==> config.mk <==
export PLATFORM = sky130hd
export DESIGN_NAME = matrix4x4_arith_unit
export DESIGN_NICKNAME = d
export VERILOG_FILES = /design/src/rtl/mx4au_pkg.sv /design/src/rtl/mx4au_ram.sv /design/src/rtl/mx4au_mac.sv /design/src/rtl/matrix4x4_arith_unit.sv
export SDC_FILE = /design/constraint.sdc
export NUM_CORES = 2
export LEC_CHECK = 0
export BUFFER_PORTS_ARGS = -buffer_cell sky130_fd_sc_hd__buf_2
export CAP_MARGIN = 20
export CELL_PAD_IN_SITES_DETAIL_PLACEMENT = 1
export CELL_PAD_IN_SITES_GLOBAL_PLACEMENT = 2
export CORE_MARGIN = 2
export CORE_UTILIZATION = 40
export CTS_BUF_LIST = sky130_fd_sc_hd__clkbuf_4 sky130_fd_sc_hd__clkbuf_8
export DETAILED_ROUTE_END_ITERATION = 8
export PLACE_DENSITY = 0.83
export SLEW_MARGIN = 25
export SYNTH_ARGS = -nofsm -noshare
export SYNTH_HDL_FRONTEND = slang
export SYNTH_SLANG_ARGS = --single-unit
==> constraint.sdc <==
create_clock -name clk -period 8.6 [get_ports clk]
set_input_delay 0 -clock clk [delete_from_list [all_inputs] [get_ports clk]]
set_output_delay 0 -clock clk [all_outputs]
set_load 0.05 [all_outputs]
==> src/rtl/mx4au_pkg.sv <==
// shared types and constants of the 4x4 matrix arithmetic unit
package mx4au_pkg;

  // fraction bits of the Q16.16 format
  localparam int FRAC_BITS = 16;

  // width of the scalar register
  localparam int SCALE_WIDTH = 32;

  // operation codes of op_mode
  localparam logic [2:0] MODE_ADD       = 3'd0;
  localparam logic [2:0] MODE_SUB       = 3'd1;
  localparam logic [2:0] MODE_MATMUL    = 3'd2;
  localparam logic [2:0] MODE_SCALE     = 3'd3;
  localparam logic [2:0] MODE_TRANSPOSE = 3'd4;

  // register indexes on the configuration port
  localparam logic REG_OP_MODE = 1'b0;
  localparam logic REG_SCALE   = 1'b1;

  // reset values of the registers
  localparam logic [2:0]             OP_MODE_RESET = MODE_MATMUL;
  localparam logic [SCALE_WIDTH-1:0] SCALE_RESET   = 32'h0001_0000;

  // control from the sequencer to the multiply-accumulate unit
  typedef struct packed {
    logic clear;   // zero the accumulator
    logic mul_lo;  // multiply by the low half of the right operand
    logic mul_hi;  // multiply by the high half of the right operand
  } mac_ctrl_t;

endpackage

==> src/rtl/mx4au_ram.sv <==
// matrix element store: one write port, one read port, registered read data
module mx4au_ram #(
  parameter int DEPTH = 16,
  parameter int WIDTH = 32
) (
  input  logic                     clk,
  input  logic                     we,
  input  logic [$clog2(DEPTH)-1:0] waddr,
  input  logic [WIDTH-1:0]         wdata,
  input  logic                     re,
  input  logic [$clog2(DEPTH)-1:0] raddr,
  output logic [WIDTH-1:0]         rdata
);

  logic [WIDTH-1:0] mem [DEPTH];

  always_ff @(posedge clk) begin
    if (we) begin
      mem[waddr] <= wdata;
    end
    if (re) begin
      rdata <= mem[raddr];
    end
  end

endmodule

==> src/rtl/mx4au_mac.sv <==
// multiply-accumulate unit: half-width partial products, exact floor shift, saturation
module mx4au_mac #(
  parameter int DATA_WIDTH = 32,
  parameter int B_WIDTH    = 32
) (
  input  logic                         clk,
  input  logic                         rst,
  input  mx4au_pkg::mac_ctrl_t         ctrl,
  input  logic signed [DATA_WIDTH-1:0] a,
  input  logic signed [B_WIDTH-1:0]    b,
  output logic [DATA_WIDTH-1:0]        result
);

  localparam int LO = B_WIDTH / 2;
  localparam int HI = B_WIDTH - LO;
  localparam int PW = DATA_WIDTH + HI + 1;
  localparam int AW = DATA_WIDTH + B_WIDTH + 4;

  localparam logic signed [AW-1:0] MAXV = {{(AW - DATA_WIDTH + 1){1'b0}}, {(DATA_WIDTH - 1){1'b1}}};
  localparam logic signed [AW-1:0] MINV = ~MAXV;

  logic signed [LO:0]     b_lo;
  logic signed [HI-1:0]   b_hi;
  logic signed [HI:0]     mop;
  logic signed [PW-1:0]   prod_next;
  logic signed [PW-1:0]   prod;
  logic                   pend_valid;
  logic                   pend_hi;
  logic signed [AW-1:0]   addend;
  logic signed [AW-1:0]   acc;
  logic signed [AW-1:0]   shifted;

  assign b_lo      = {1'b0, b[LO-1:0]};
  assign b_hi      = b[B_WIDTH-1:LO];
  assign mop       = ctrl.mul_hi ? (HI + 1)'(b_hi) : (HI + 1)'(b_lo);
  assign prod_next = a * mop;
  assign addend    = pend_hi ? (AW'(prod) <<< LO) : AW'(prod);

  always_ff @(posedge clk) begin
    if (rst) begin
      pend_valid <= 1'b0;
      pend_hi    <= 1'b0;
    end else if (ctrl.clear) begin
      pend_valid <= 1'b0;
      pend_hi    <= 1'b0;
    end else begin
      pend_valid <= ctrl.mul_lo | ctrl.mul_hi;
      pend_hi    <= ctrl.mul_hi;
    end
  end

  always_ff @(posedge clk) begin
    prod <= prod_next;
    if (ctrl.clear) begin
      acc <= '0;
    end else if (pend_valid) begin
      acc <= acc + addend;
    end
  end

  // arithmetic shift gives the floor of the exact sum
  assign shifted = acc >>> mx4au_pkg::FRAC_BITS;

  always_comb begin
    if (shifted > MAXV) begin
      result = MAXV[DATA_WIDTH-1:0];
    end else if (shifted < MINV) begin
      result = MINV[DATA_WIDTH-1:0];
    end else begin
      result = shifted[DATA_WIDTH-1:0];
    end
  end

endmodule

==> src/rtl/matrix4x4_arith_unit.sv <==
// top level of the matrix arithmetic unit: config registers, sequencer, element stores
//
// usage
//   input channel (in_valid, in_stall, a_value, b_value): one request carries one
//   row-major element of A and of B. DIM*DIM requests make up one job.
//   output channel (out_valid, out_stall, value, row_index, col_index, last): after
//   the final pair of a job the unit emits DIM*DIM result elements in row-major
//   order, last marks the final one.
//   config port (APB): op_mode at address 0, scale_factor at address 4.
// timing
//   loading takes one request per cycle while the sequencer is parked. per result
//   element the sequencer steps through read and done for add, subtract,
//   transpose and unused codes, adds a low pass, a high pass and a drain for
//   scale, and for matrix multiply a low and a high pass per inner term and the
//   drain: the single multiply-accumulate unit runs each product as two half-width
//   passes, and each element store has one read port.
// reset and stall
//   reset clears the load count, the sequencer and out_valid, and sets op_mode to
//   matrix multiply and scale_factor to 1.0. the stores are not cleared.
//   a stalled result holds in the output register, the sequencer waits behind it;
//   a new job is taken in while the final result still waits.
module matrix4x4_arith_unit #(
  parameter int DIM        = 4,
  parameter int DATA_WIDTH = 32
) (
  input  logic                          clk,
  input  logic                          rst,
  // input channel
  input  logic                          in_valid,
  output logic                          in_stall,
  input  logic [DATA_WIDTH-1:0]         a_value,
  input  logic [DATA_WIDTH-1:0]         b_value,
  // output channel
  output logic                          out_valid,
  input  logic                          out_stall,
  output logic [DATA_WIDTH-1:0]         value,
  output logic [$clog2(DIM)-1:0]        row_index,
  output logic [$clog2(DIM)-1:0]        col_index,
  output logic                          last,
  // config port
  input  logic                          psel,
  input  logic                          penable,
  input  logic                          pwrite,
  input  logic [2:0]                    paddr,
  input  logic [31:0]                   pwdata,
  output logic [31:0]                   prdata,
  output logic                          pready
);

  localparam int CELLS = DIM * DIM;
  localparam int CW    = $clog2(CELLS);
  localparam int IW    = $clog2(DIM);
  localparam int SW    = mx4au_pkg::SCALE_WIDTH;
  localparam int BW    = (DATA_WIDTH > SW) ? DATA_WIDTH : SW;

  localparam logic [CW-1:0] LAST_SLOT = CW'(CELLS - 1);
  localparam logic [IW-1:0] LAST_IDX  = IW'(DIM - 1);

  typedef enum logic [2:0] {
    S_LOAD,
    S_READ,
    S_LO,
    S_HI,
    S_DRAIN,
    S_DONE
  } state_t;

  // config registers
  logic [2:0]           op_mode;
  logic signed [SW-1:0] scale_factor;
  logic                 cfg_write;

  // sequencer
  state_t               state;
  logic [CW-1:0]        load_count;
  logic [IW-1:0]        row;
  logic [IW-1:0]        col;
  logic [IW-1:0]        kk;
  logic [IW-1:0]        rd_k;
  logic                 is_matmul;
  logic                 uses_mac;
  logic                 out_free;
  logic                 in_take;

  // store ports
  logic                  mem_we;
  logic                  mem_re;
  logic [CW-1:0]         l_raddr;
  logic [CW-1:0]         r_raddr;
  logic [DATA_WIDTH-1:0] l_rdata;
  logic [DATA_WIDTH-1:0] r_rdata;

  // datapath
  mx4au_pkg::mac_ctrl_t     mac_ctrl;
  logic signed [BW-1:0]     mac_b;
  logic [DATA_WIDTH-1:0]    mac_result;
  logic signed [DATA_WIDTH:0] sum;
  logic [DATA_WIDTH-1:0]    simple_result;
  logic [DATA_WIDTH-1:0]    elem_result;

  // config port, always ready, reads are combinational
  assign pready    = 1'b1;
  assign cfg_write = psel & penable & pwrite & pready;

  always_ff @(posedge clk) begin
    if (rst) begin
      op_mode      <= mx4au_pkg::OP_MODE_RESET;
      scale_factor <= mx4au_pkg::SCALE_RESET;
    end else if (cfg_write) begin
      unique case (paddr[2])
        mx4au_pkg::REG_OP_MODE: op_mode      <= pwdata[2:0];
        mx4au_pkg::REG_SCALE:   scale_factor <= pwdata;
        default: ;
      endcase
    end
  end

  always_comb begin
    unique case (paddr[2])
      mx4au_pkg::REG_OP_MODE: prdata = {29'd0, op_mode};
      mx4au_pkg::REG_SCALE:   prdata = scale_factor;
      default:                prdata = '0;
    endcase
  end

  assign is_matmul = (op_mode == mx4au_pkg::MODE_MATMUL);
  assign uses_mac  = is_matmul || (op_mode == mx4au_pkg::MODE_SCALE);
  assign out_free  = !out_valid || !out_stall;

  // loading only while the sequencer is parked
  assign in_stall = (state != S_LOAD);
  assign in_take  = in_valid && !in_stall;
  assign mem_we   = in_take;

  // inner index of the read: first term on entry, next term during the high pass
  assign rd_k   = (state == S_HI) ? IW'(kk + 1'b1) : '0;
  assign mem_re = (state == S_READ) || (state == S_HI && is_matmul && kk != LAST_IDX);

  always_comb begin
    if (is_matmul) begin
      l_raddr = CW'(int'(row) * DIM + int'(rd_k));
      r_raddr = CW'(int'(rd_k) * DIM + int'(col));
    end else if (op_mode == mx4au_pkg::MODE_TRANSPOSE) begin
      l_raddr = CW'(int'(col) * DIM + int'(row));
      r_raddr = CW'(int'(row) * DIM + int'(col));
    end else begin
      l_raddr = CW'(int'(row) * DIM + int'(col));
      r_raddr = CW'(int'(row) * DIM + int'(col));
    end
  end

  mx4au_ram #(
    .DEPTH (CELLS),
    .WIDTH (DATA_WIDTH)
  ) u_left_store (
    .clk   (clk),
    .we    (mem_we),
    .waddr (load_count),
    .wdata (a_value),
    .re    (mem_re),
    .raddr (l_raddr),
    .rdata (l_rdata)
  );

  mx4au_ram #(
    .DEPTH (CELLS),
    .WIDTH (DATA_WIDTH)
  ) u_right_store (
    .clk   (clk),
    .we    (mem_we),
    .waddr (load_count),
    .wdata (b_value),
    .re    (mem_re),
    .raddr (r_raddr),
    .rdata (r_rdata)
  );

  // right operand is the stored element or the scalar, both sign extended
  assign mac_b = (op_mode == mx4au_pkg::MODE_SCALE) ? BW'(scale_factor)
                                                    : BW'($signed(r_rdata));

  assign mac_ctrl.clear  = (state == S_READ);
  assign mac_ctrl.mul_lo = (state == S_LO);
  assign mac_ctrl.mul_hi = (state == S_HI);

  mx4au_mac #(
    .DATA_WIDTH (DATA_WIDTH),
    .B_WIDTH    (BW)
  ) u_mac (
    .clk    (clk),
    .rst    (rst),
    .ctrl   (mac_ctrl),
    .a      ($signed(l_rdata)),
    .b      (mac_b),
    .result (mac_result)
  );

  // elementwise modes, read data is steady in the done state
  always_comb begin
    if (op_mode == mx4au_pkg::MODE_SUB) begin
      sum = $signed(l_rdata) - $signed(r_rdata);
    end else begin
      sum = $signed(l_rdata) + $signed(r_rdata);
    end
  end

  always_comb begin
    case (op_mode) inside
      mx4au_pkg::MODE_ADD, mx4au_pkg::MODE_SUB: begin
        if (sum[DATA_WIDTH] != sum[DATA_WIDTH-1]) begin
          simple_result = {sum[DATA_WIDTH], {(DATA_WIDTH - 1){~sum[DATA_WIDTH]}}};
        end else begin
          simple_result = sum[DATA_WIDTH-1:0];
        end
      end
      mx4au_pkg::MODE_TRANSPOSE: simple_result = l_rdata;
      default:                   simple_result = '0;
    endcase
  end

  assign elem_result = uses_mac ? mac_result : simple_result;

  // sequencer and output register
  always_ff @(posedge clk) begin
    if (rst) begin
      state      <= S_LOAD;
      load_count <= '0;
      row        <= '0;
      col        <= '0;
      kk         <= '0;
      out_valid  <= 1'b0;
    end else begin
      // the done state sets or holds out_valid itself
      if (out_valid && !out_stall && state != S_DONE) begin
        out_valid <= 1'b0;
      end
      unique case (state)
        S_LOAD: begin
          if (in_take) begin
            if (load_count == LAST_SLOT) begin
              load_count <= '0;
              row        <= '0;
              col        <= '0;
              state      <= S_READ;
            end else begin
              load_count <= load_count + 1'b1;
            end
          end
        end
        S_READ: begin
          kk    <= '0;
          state <= uses_mac ? S_LO : S_DONE;
        end
        S_LO: begin
          state <= S_HI;
        end
        S_HI: begin
          if (is_matmul && kk != LAST_IDX) begin
            kk    <= kk + 1'b1;
            state <= S_LO;
          end else begin
            state <= S_DRAIN;
          end
        end
        S_DRAIN: begin
          state <= S_DONE;
        end
        S_DONE: begin
          if (out_free) begin
            out_valid <= 1'b1;
            value     <= elem_result;
            row_index <= row;
            col_index <= col;
            last      <= (row == LAST_IDX) && (col == LAST_IDX);
            if (col == LAST_IDX) begin
              col <= '0;
              if (row == LAST_IDX) begin
                row   <= '0;
                state <= S_LOAD;
              end else begin
                row   <= row + 1'b1;
                state <= S_READ;
              end
            end else begin
              col   <= col + 1'b1;
              state <= S_READ;
            end
          end
        end
        default: state <= S_LOAD;
      endcase
    end
  end

endmodule

Word-level counts from Yosys, hierarchy flattened
Memory sizes are Yosys's and may differ from the RTL's. A register that Yosys moved wholly into a read port is not among the register bits.
Cells that the tools add are included.
- add/subtract/negate cells: 11
- $mul: 1
- divide/modulo/power cells: 0
- magnitude comparators: 2
- eq/ne operators: 20
- shift operators: 0
- mux-type cells: 40
- bitwise gates (word level): 6
- reductions and logical operators: 28
- operators by type and width (operator ; count):
    $mux W32 ; 7
    $add A68 B65 Y68 ; 1
    $mux W64 ; 1
    $pmux W32 S2 ; 1
    $gt A52 B32 Y1 const B ; 1
    $lt A52 B32 Y1 const B ; 1
    $mul A32 B17 Y49 ; 1
    $add A32 B32 Y33 ; 1
    $mux W33 ; 1
    $sub A32 B32 Y33 ; 1
    $mux W2 ; 9
    $mux W3 ; 6
    $pmux W3 S6 ; 1
    $mux W17 ; 1
    $add A4 B2 Y4 ; 4
    $mux W4 ; 4
    $eq A3 B2 Y1 const B ; 4
    $ne A2 B2 Y1 const B ; 6
    $pmux W2 S2 ; 3
    $eq A3 B3 Y1 const B ; 3
    $reduce_and A2 Y1 ; 4
    $logic_and A1 B1 Y1 ; 7
    $add A2 B1 Y2 const B ; 3
    $eq A3 B1 Y1 const B ; 2
    18 further kinds ; 35
- bits in registers: 205
- bits in latches: 0
- bits in writable memories: 1024
- bits in read-only memories: 0
- bits of input ports: 106
- output and inout bits: 72
- word-level logic and storage cells: 126
- memories kept: 2
- memory list (name ; words ; width ; rd ports ; clocked after memory_dff ; wr ports ; RTL line ; RTL):
    u_left_store.mem ; 16 ; 32 ; 1 ; 1 ; 1 ; mx4au_ram.sv:15 ; logic [WIDTH-1:0] mem [DEPTH];
    u_right_store.mem ; 16 ; 32 ; 1 ; 1 ; 1 ; mx4au_ram.sv:15 ;

Depth between registers and ports, before layout
- depth after elaboration: 6
- depth in mapped cells: 31
- gate-level depth less buffers: 28

Modules after synthesis
A second synthesis with hierarchy kept.
- cells, all modules: 5721
- area, all modules: 74551.5 µm²
- by module, submodules not included (module ; times used ; cells each ; area an instance (µm²) ; seq. area each (µm²)):
    mx4au_mac ; 1 ; 3174 ; 27218.6 ; 2382.3
    mx4au_ram (u_left_store) ; 1 ; 838 ; 20174.3 ; 16335.7
    mx4au_ram (u_right_store) ; 1 ; 838 ; 20155.6 ; 16335.7
    matrix4x4_arith_unit ; 1 ; 871 ; 7003.0 ; 2092.0

Worst setup path before layout
No wires, ideal clock.
- path kind: reg2reg
- from: reg state[2]
- to: reg u_mac.prod[45]
- library setup time: 72 ps
- arrival time: 7662 ps
- required time: 8528 ps
- slack: 866 ps
- stages on the path, launching flop included: 30
- path buffers: 4
- period minus slack after synthesis: 7734 ps
- cells stage by stage: dfxtp_1 -> buf_2 -> nand2b_1 -> nor2_2 -> buf_2 -> mux4_2 -> clkbuf_1 -> nand2_1 -> fa_1 -> inv_1 -> fa_1 -> fa_1 -> fa_1 -> fa_1 -> inv_1 -> fa_1 -> inv_1 -> ha_1 -> clkbuf_1 -> and3_1 -> o211ai_1 -> or3_1 -> nor4_1 -> a21o_1 -> a221oi_1 -> o221ai_1 -> a21oi_1 -> or3_1 -> o21ai_0 -> xor2_1
- cells in the longest elaborated chain, start to end: 3
- RTL lines (what ; RTL line ; RTL):
    start: declaration ; matrix4x4_arith_unit.sv:74 ; state_t state;
    start signal: assignment ; matrix4x4_arith_unit.sv:252 ; state <= uses_mac ? S_LO : S_DONE;
    $eq A3 B2 Y1 ; matrix4x4_arith_unit.sv:184 ; assign mac_ctrl.mul_hi = (state == S_HI);
    $mux W17 ; mx4au_mac.sv:35 ; assign mop = ctrl.mul_hi ? (HI + 1)'(b_hi) : (HI + 1)'(b_lo);
    $mul A32 B17 Y49 ; mx4au_mac.sv:36 ; assign prod_next = a * mop;
    via u_mac.prod_next[45] ; mx4au_mac.sv:25 ; logic signed [PW-1:0] prod_next;
    end signal: assignment ; mx4au_mac.sv:53 ; prod <= prod_next;
    end: declaration ; mx4au_mac.sv:26 ; logic signed [PW-1:0] prod;
The timed path passes the listed nets, and every way through them passes these cells.
A chain may end at the register's enable or synchronous reset.

Final worst setup path
- from: reg state[2]
- to: reg u_mac.prod[48]
Same word-level chain as after synthesis.

==> metrics <==
R2R depth 26; share of layout cells above drive strength 1 0.165; gpl congestion 0.877; Setup Skew 0.0600 ns; overall routing resource usage 0.233; routed wire length 219000 um; Synth-to-Final Area Change 14.7%; Worst Hold Class input pin to flop; CTS tree built; number of clock sinks 1293; DRC viols 0; # rows 157; post-synthesis sequential area ratio 0.503; Initial DRC Count 3899; yosys warns 0; top_reg_cell synth edfxtp_1; Die Wd 434 um; Power Density around 430 nW/um2; total power 36.7 mW; drt pass-1 iters 7; crit path DAT 9.18 ns; hold_ws just over 0.09 ns; Rel. slew slack 0.258; Worst R2R Setup Slack roughly 0.3 ns; CTS clk-pin slew, worst paths 0.07 ns; WL/cell between 20 and 30 um; worst hold stages 2; via count 47200; I/O Buffers ~170; clock network fraction of total power 0.145; Vias/cell 5.50; minimum clock period after layout 8.30 ns; TritonCTS buffer count about 200; Seq cells post-synth 1293; post-synth top area share 0.457; sw frac 0.455; Final Hold Vio Count 0; Placeable Area 183000 um2; max-cap violation count 0; clk root buf clkbuf_8; Post-Syn Instances 5473; Final Setup Violations 0; Post-Place Setup Slack 0.230 ns; synth unique cells 78; maximum VDD drop 0.821 mV; DP HPWL 142000 um; Reg-to-Reg End u_mac.prod[48]$_DFF_P_; Comb pwr share 0.635; cell internal pwr 20.0 mW; post-route ant nets 0; TNS Setup 0 ns; Post-synth EDFFs roughly 1100; FFs w/ async S/R, synth 0; top post-synthesis cells by area edfxtp_1 (46%), fa_1 (14%), mux4_2 (9.2%), dfxtp_1 (4.6%), ha_1 (3.8%); Setup WS post-layout 0.300 ns; Final Slew Violations 0; CP Launch Type flop; CP required 9.48 ns; P_sw between 15 and 20 mW; Initial Util 0.403; largest net degree at the start of global routing roughly 130; Die H 434 um; Clock Tree Buf Depth 3; most common cell in the synthesized netlist edfxtp_1; grt ovf 0; post-synthesis average cell area around 13 um2; class of the most critical setup path flop to flop; I/O pin total 178; Clock Latency Late Sink between 0.9 and 1 ns; FF-to-FF Start state[2]$_SDFFE_PP0P_; hold endpoint u_left_store.mem[3][26]$_DFFE_PP_; Post-synth top cells edfxtp_1 (1125), inv_1 (571), nand2_1 (562); Sequential Power Share 0.220; Max Clk Rate about 120 MHz; antenna violations before repair 19; vias in the first global route 52000; Critical Path End Type flop; first-pass GRT wire length 329000 um; Worst Hold Launch a_value[26]; leak pwr roughly 32 nW; syn nets 6324; Slew @ Worst Pin 1.11 ns; CTS HTree Levels 4; Cell Area, Synth 73900 um2; Final #Nets 6800; Die Area 188000 um2; period utilization 0.965; Worst Path Max Fanout 11; Synth area leader edfxtp_1; outcome finished, final reports clean
-- timing repair --
| action | CTS | global route |
|---|---|---|
| setup buffers | 0 | 13 |
| hold buffers | 267 | 0 |
| endpoints found under the setup margin | 0 | 6 |
| resized for setup | 0 | 5 |
| hold endpoints to repair | 1155 | 0 |
-- power by group through the flow --
stage                     Combinational, mW  Sequential (mW)  Clock, mW
after CTS                              23.4             8.06       5.42
after global placement                 22.7             8.17          0
final                                  23.3             8.06       5.33
after floorplan                        17.2             7.91          0
after global routing                   26.4             8.09       5.67
after detailed placement               23.2             8.19          0
-- critical path, cell delays in order (launching register included) --
cell	delay, ns
dfxtp_1	0.33
nand2b_1	0.25
nor2_4	0.17
buf_12	0.15
buf_4	0.28
mux4_1	0.79
and2_1	0.27
fa_1	0.55
fa_1	0.43
fa_1	0.53
fa_1	0.43
fa_1	0.50
inv_1	0.05
fa_1	0.55
inv_1	0.07
ha_1	0.38
a21oi_1	0.26
nor2b_1	0.08
o21a_1	0.18
a311o_1	0.33
a31oi_1	0.35
a21oi_1	0.23
nand3_1	0.17
a31o_2	0.25
o211ai_1	0.20
and4_1	0.24
nor3_1	0.19
-- how the worst max path moves through the flow --
stage,slack (ns),depth (start not counted),start,end
2_1_floorplan,0.87,29,state[2]$_SDFFE_PP0P_,u_mac.prod[45]$_DFF_P_
4_1_cts,0.28,26,state[2]$_SDFFE_PP0P_,u_mac.prod[48]$_DFF_P_
6_report,0.30,26,state[2]$_SDFFE_PP0P_,u_mac.prod[48]$_DFF_P_
3_5_place_dp,0.23,26,state[2]$_SDFFE_PP0P_,u_mac.prod[48]$_DFF_P_
3_3_place_gp,0.37,27,state[2]$_SDFFE_PP0P_,u_mac.prod[48]$_DFF_P_
5_1_grt,-0.006,28,state[1]$_SDFFE_PP0P_,u_mac.prod[45]$_DFF_P_
-- cell type report --
| class | instances | area (um2) |
|---|---|---|
| clock buffer | 272 | 3360 |
| tap | 2464 | 3080 |
| fill | 18800 | 98600 |
| multi-input combinational | 3336 | 33700 |
| sequential | 1293 | 37200 |
| inverter | 571 | 2140 |
| timing repair buffer | 544 | 4500 |
| antenna | 9 | 22.5 |
| clock inverter | 93 | 723 |
-- flip-flops by register name (all words and copies together) (netlist names), 3 cells and up --
signal,cells
u_left_store.mem,512
u_right_store.mem,512
u_mac.acc,68
u_mac.prod,49
scale_factor,32
u_left_store.rdata,32
u_right_store.rdata,32
value,32
load_count,4
op_mode,3
state,3
-- layer usage --
metal / global-route usage / wire (um) / up-vias
li1: - / - / 20400
met2: 0.391 / 108000 / 1778
met1: 0.301 / 88600 / 24500
met3: 0.0416 / 14300 / 486
met5: 0 / 94 / -
met4: 0.0888 / 8440 / 12
-- per-stage QoR --
step / util / instance area (um2) / instances
after floorplan: - / 73900 / 5473
after global routing: 0.462 / 84700 / 8577
after detailed placement: 0.423 / 77600 / 7921
after global placement: 0.423 / 77600 / 7921
final: 0.462 / 84700 / 8582
after CTS: 0.460 / 84400 / 8553
-- kinds of logic (layout without fill, tap and decap cells) --
family / after synthesis / after routing / synth area share
buf+inv: 847 / 1480 / 0.0439
xor+xnor: 172 / 172 / 0.0204
compound gates: 701 / 701 / 0.0607
other cells: 1 / 10 / 0.0000508
fa+ha+maj: 745 / 745 / 0.179
flops: 1293 / 1293 / 0.503
simple gates: 1314 / 1314 / 0.0865
mux: 400 / 403 / 0.106
-- cells in the final DEF, fill, tap and decap left out, types with 13 or more instances in the layout --
master / count
nor3_1: 33
clkinv_2: 25
fa_1: 523
o21bai_1: 26
ha_1: 222
buf_4: 85
clkinv_1: 45
dlygate4sd3_1: 267
a21o_1: 70
a211oi_1: 51
a31oi_1: 52
o21ai_0: 102
mux4_2: 304
a21oi_1: 245
inv_1: 570
clkbuf_4: 61
mux2i_1: 57
nand3_1: 31
nand3b_1: 16
nor4_1: 13
edfxtp_1: 1125
xor2_1: 59
buf_2: 174
and2_1: 303
nand2_1: 562
nand4_1: 30
clkbuf_8: 211
xnor2_1: 113
nand2b_1: 23
o211ai_1: 17
o21a_1: 18
nor2b_1: 31
nor2_1: 186
dfxtp_1: 164
mux2_2: 37
or3_1: 14
(Power assumes the default switching activity.)
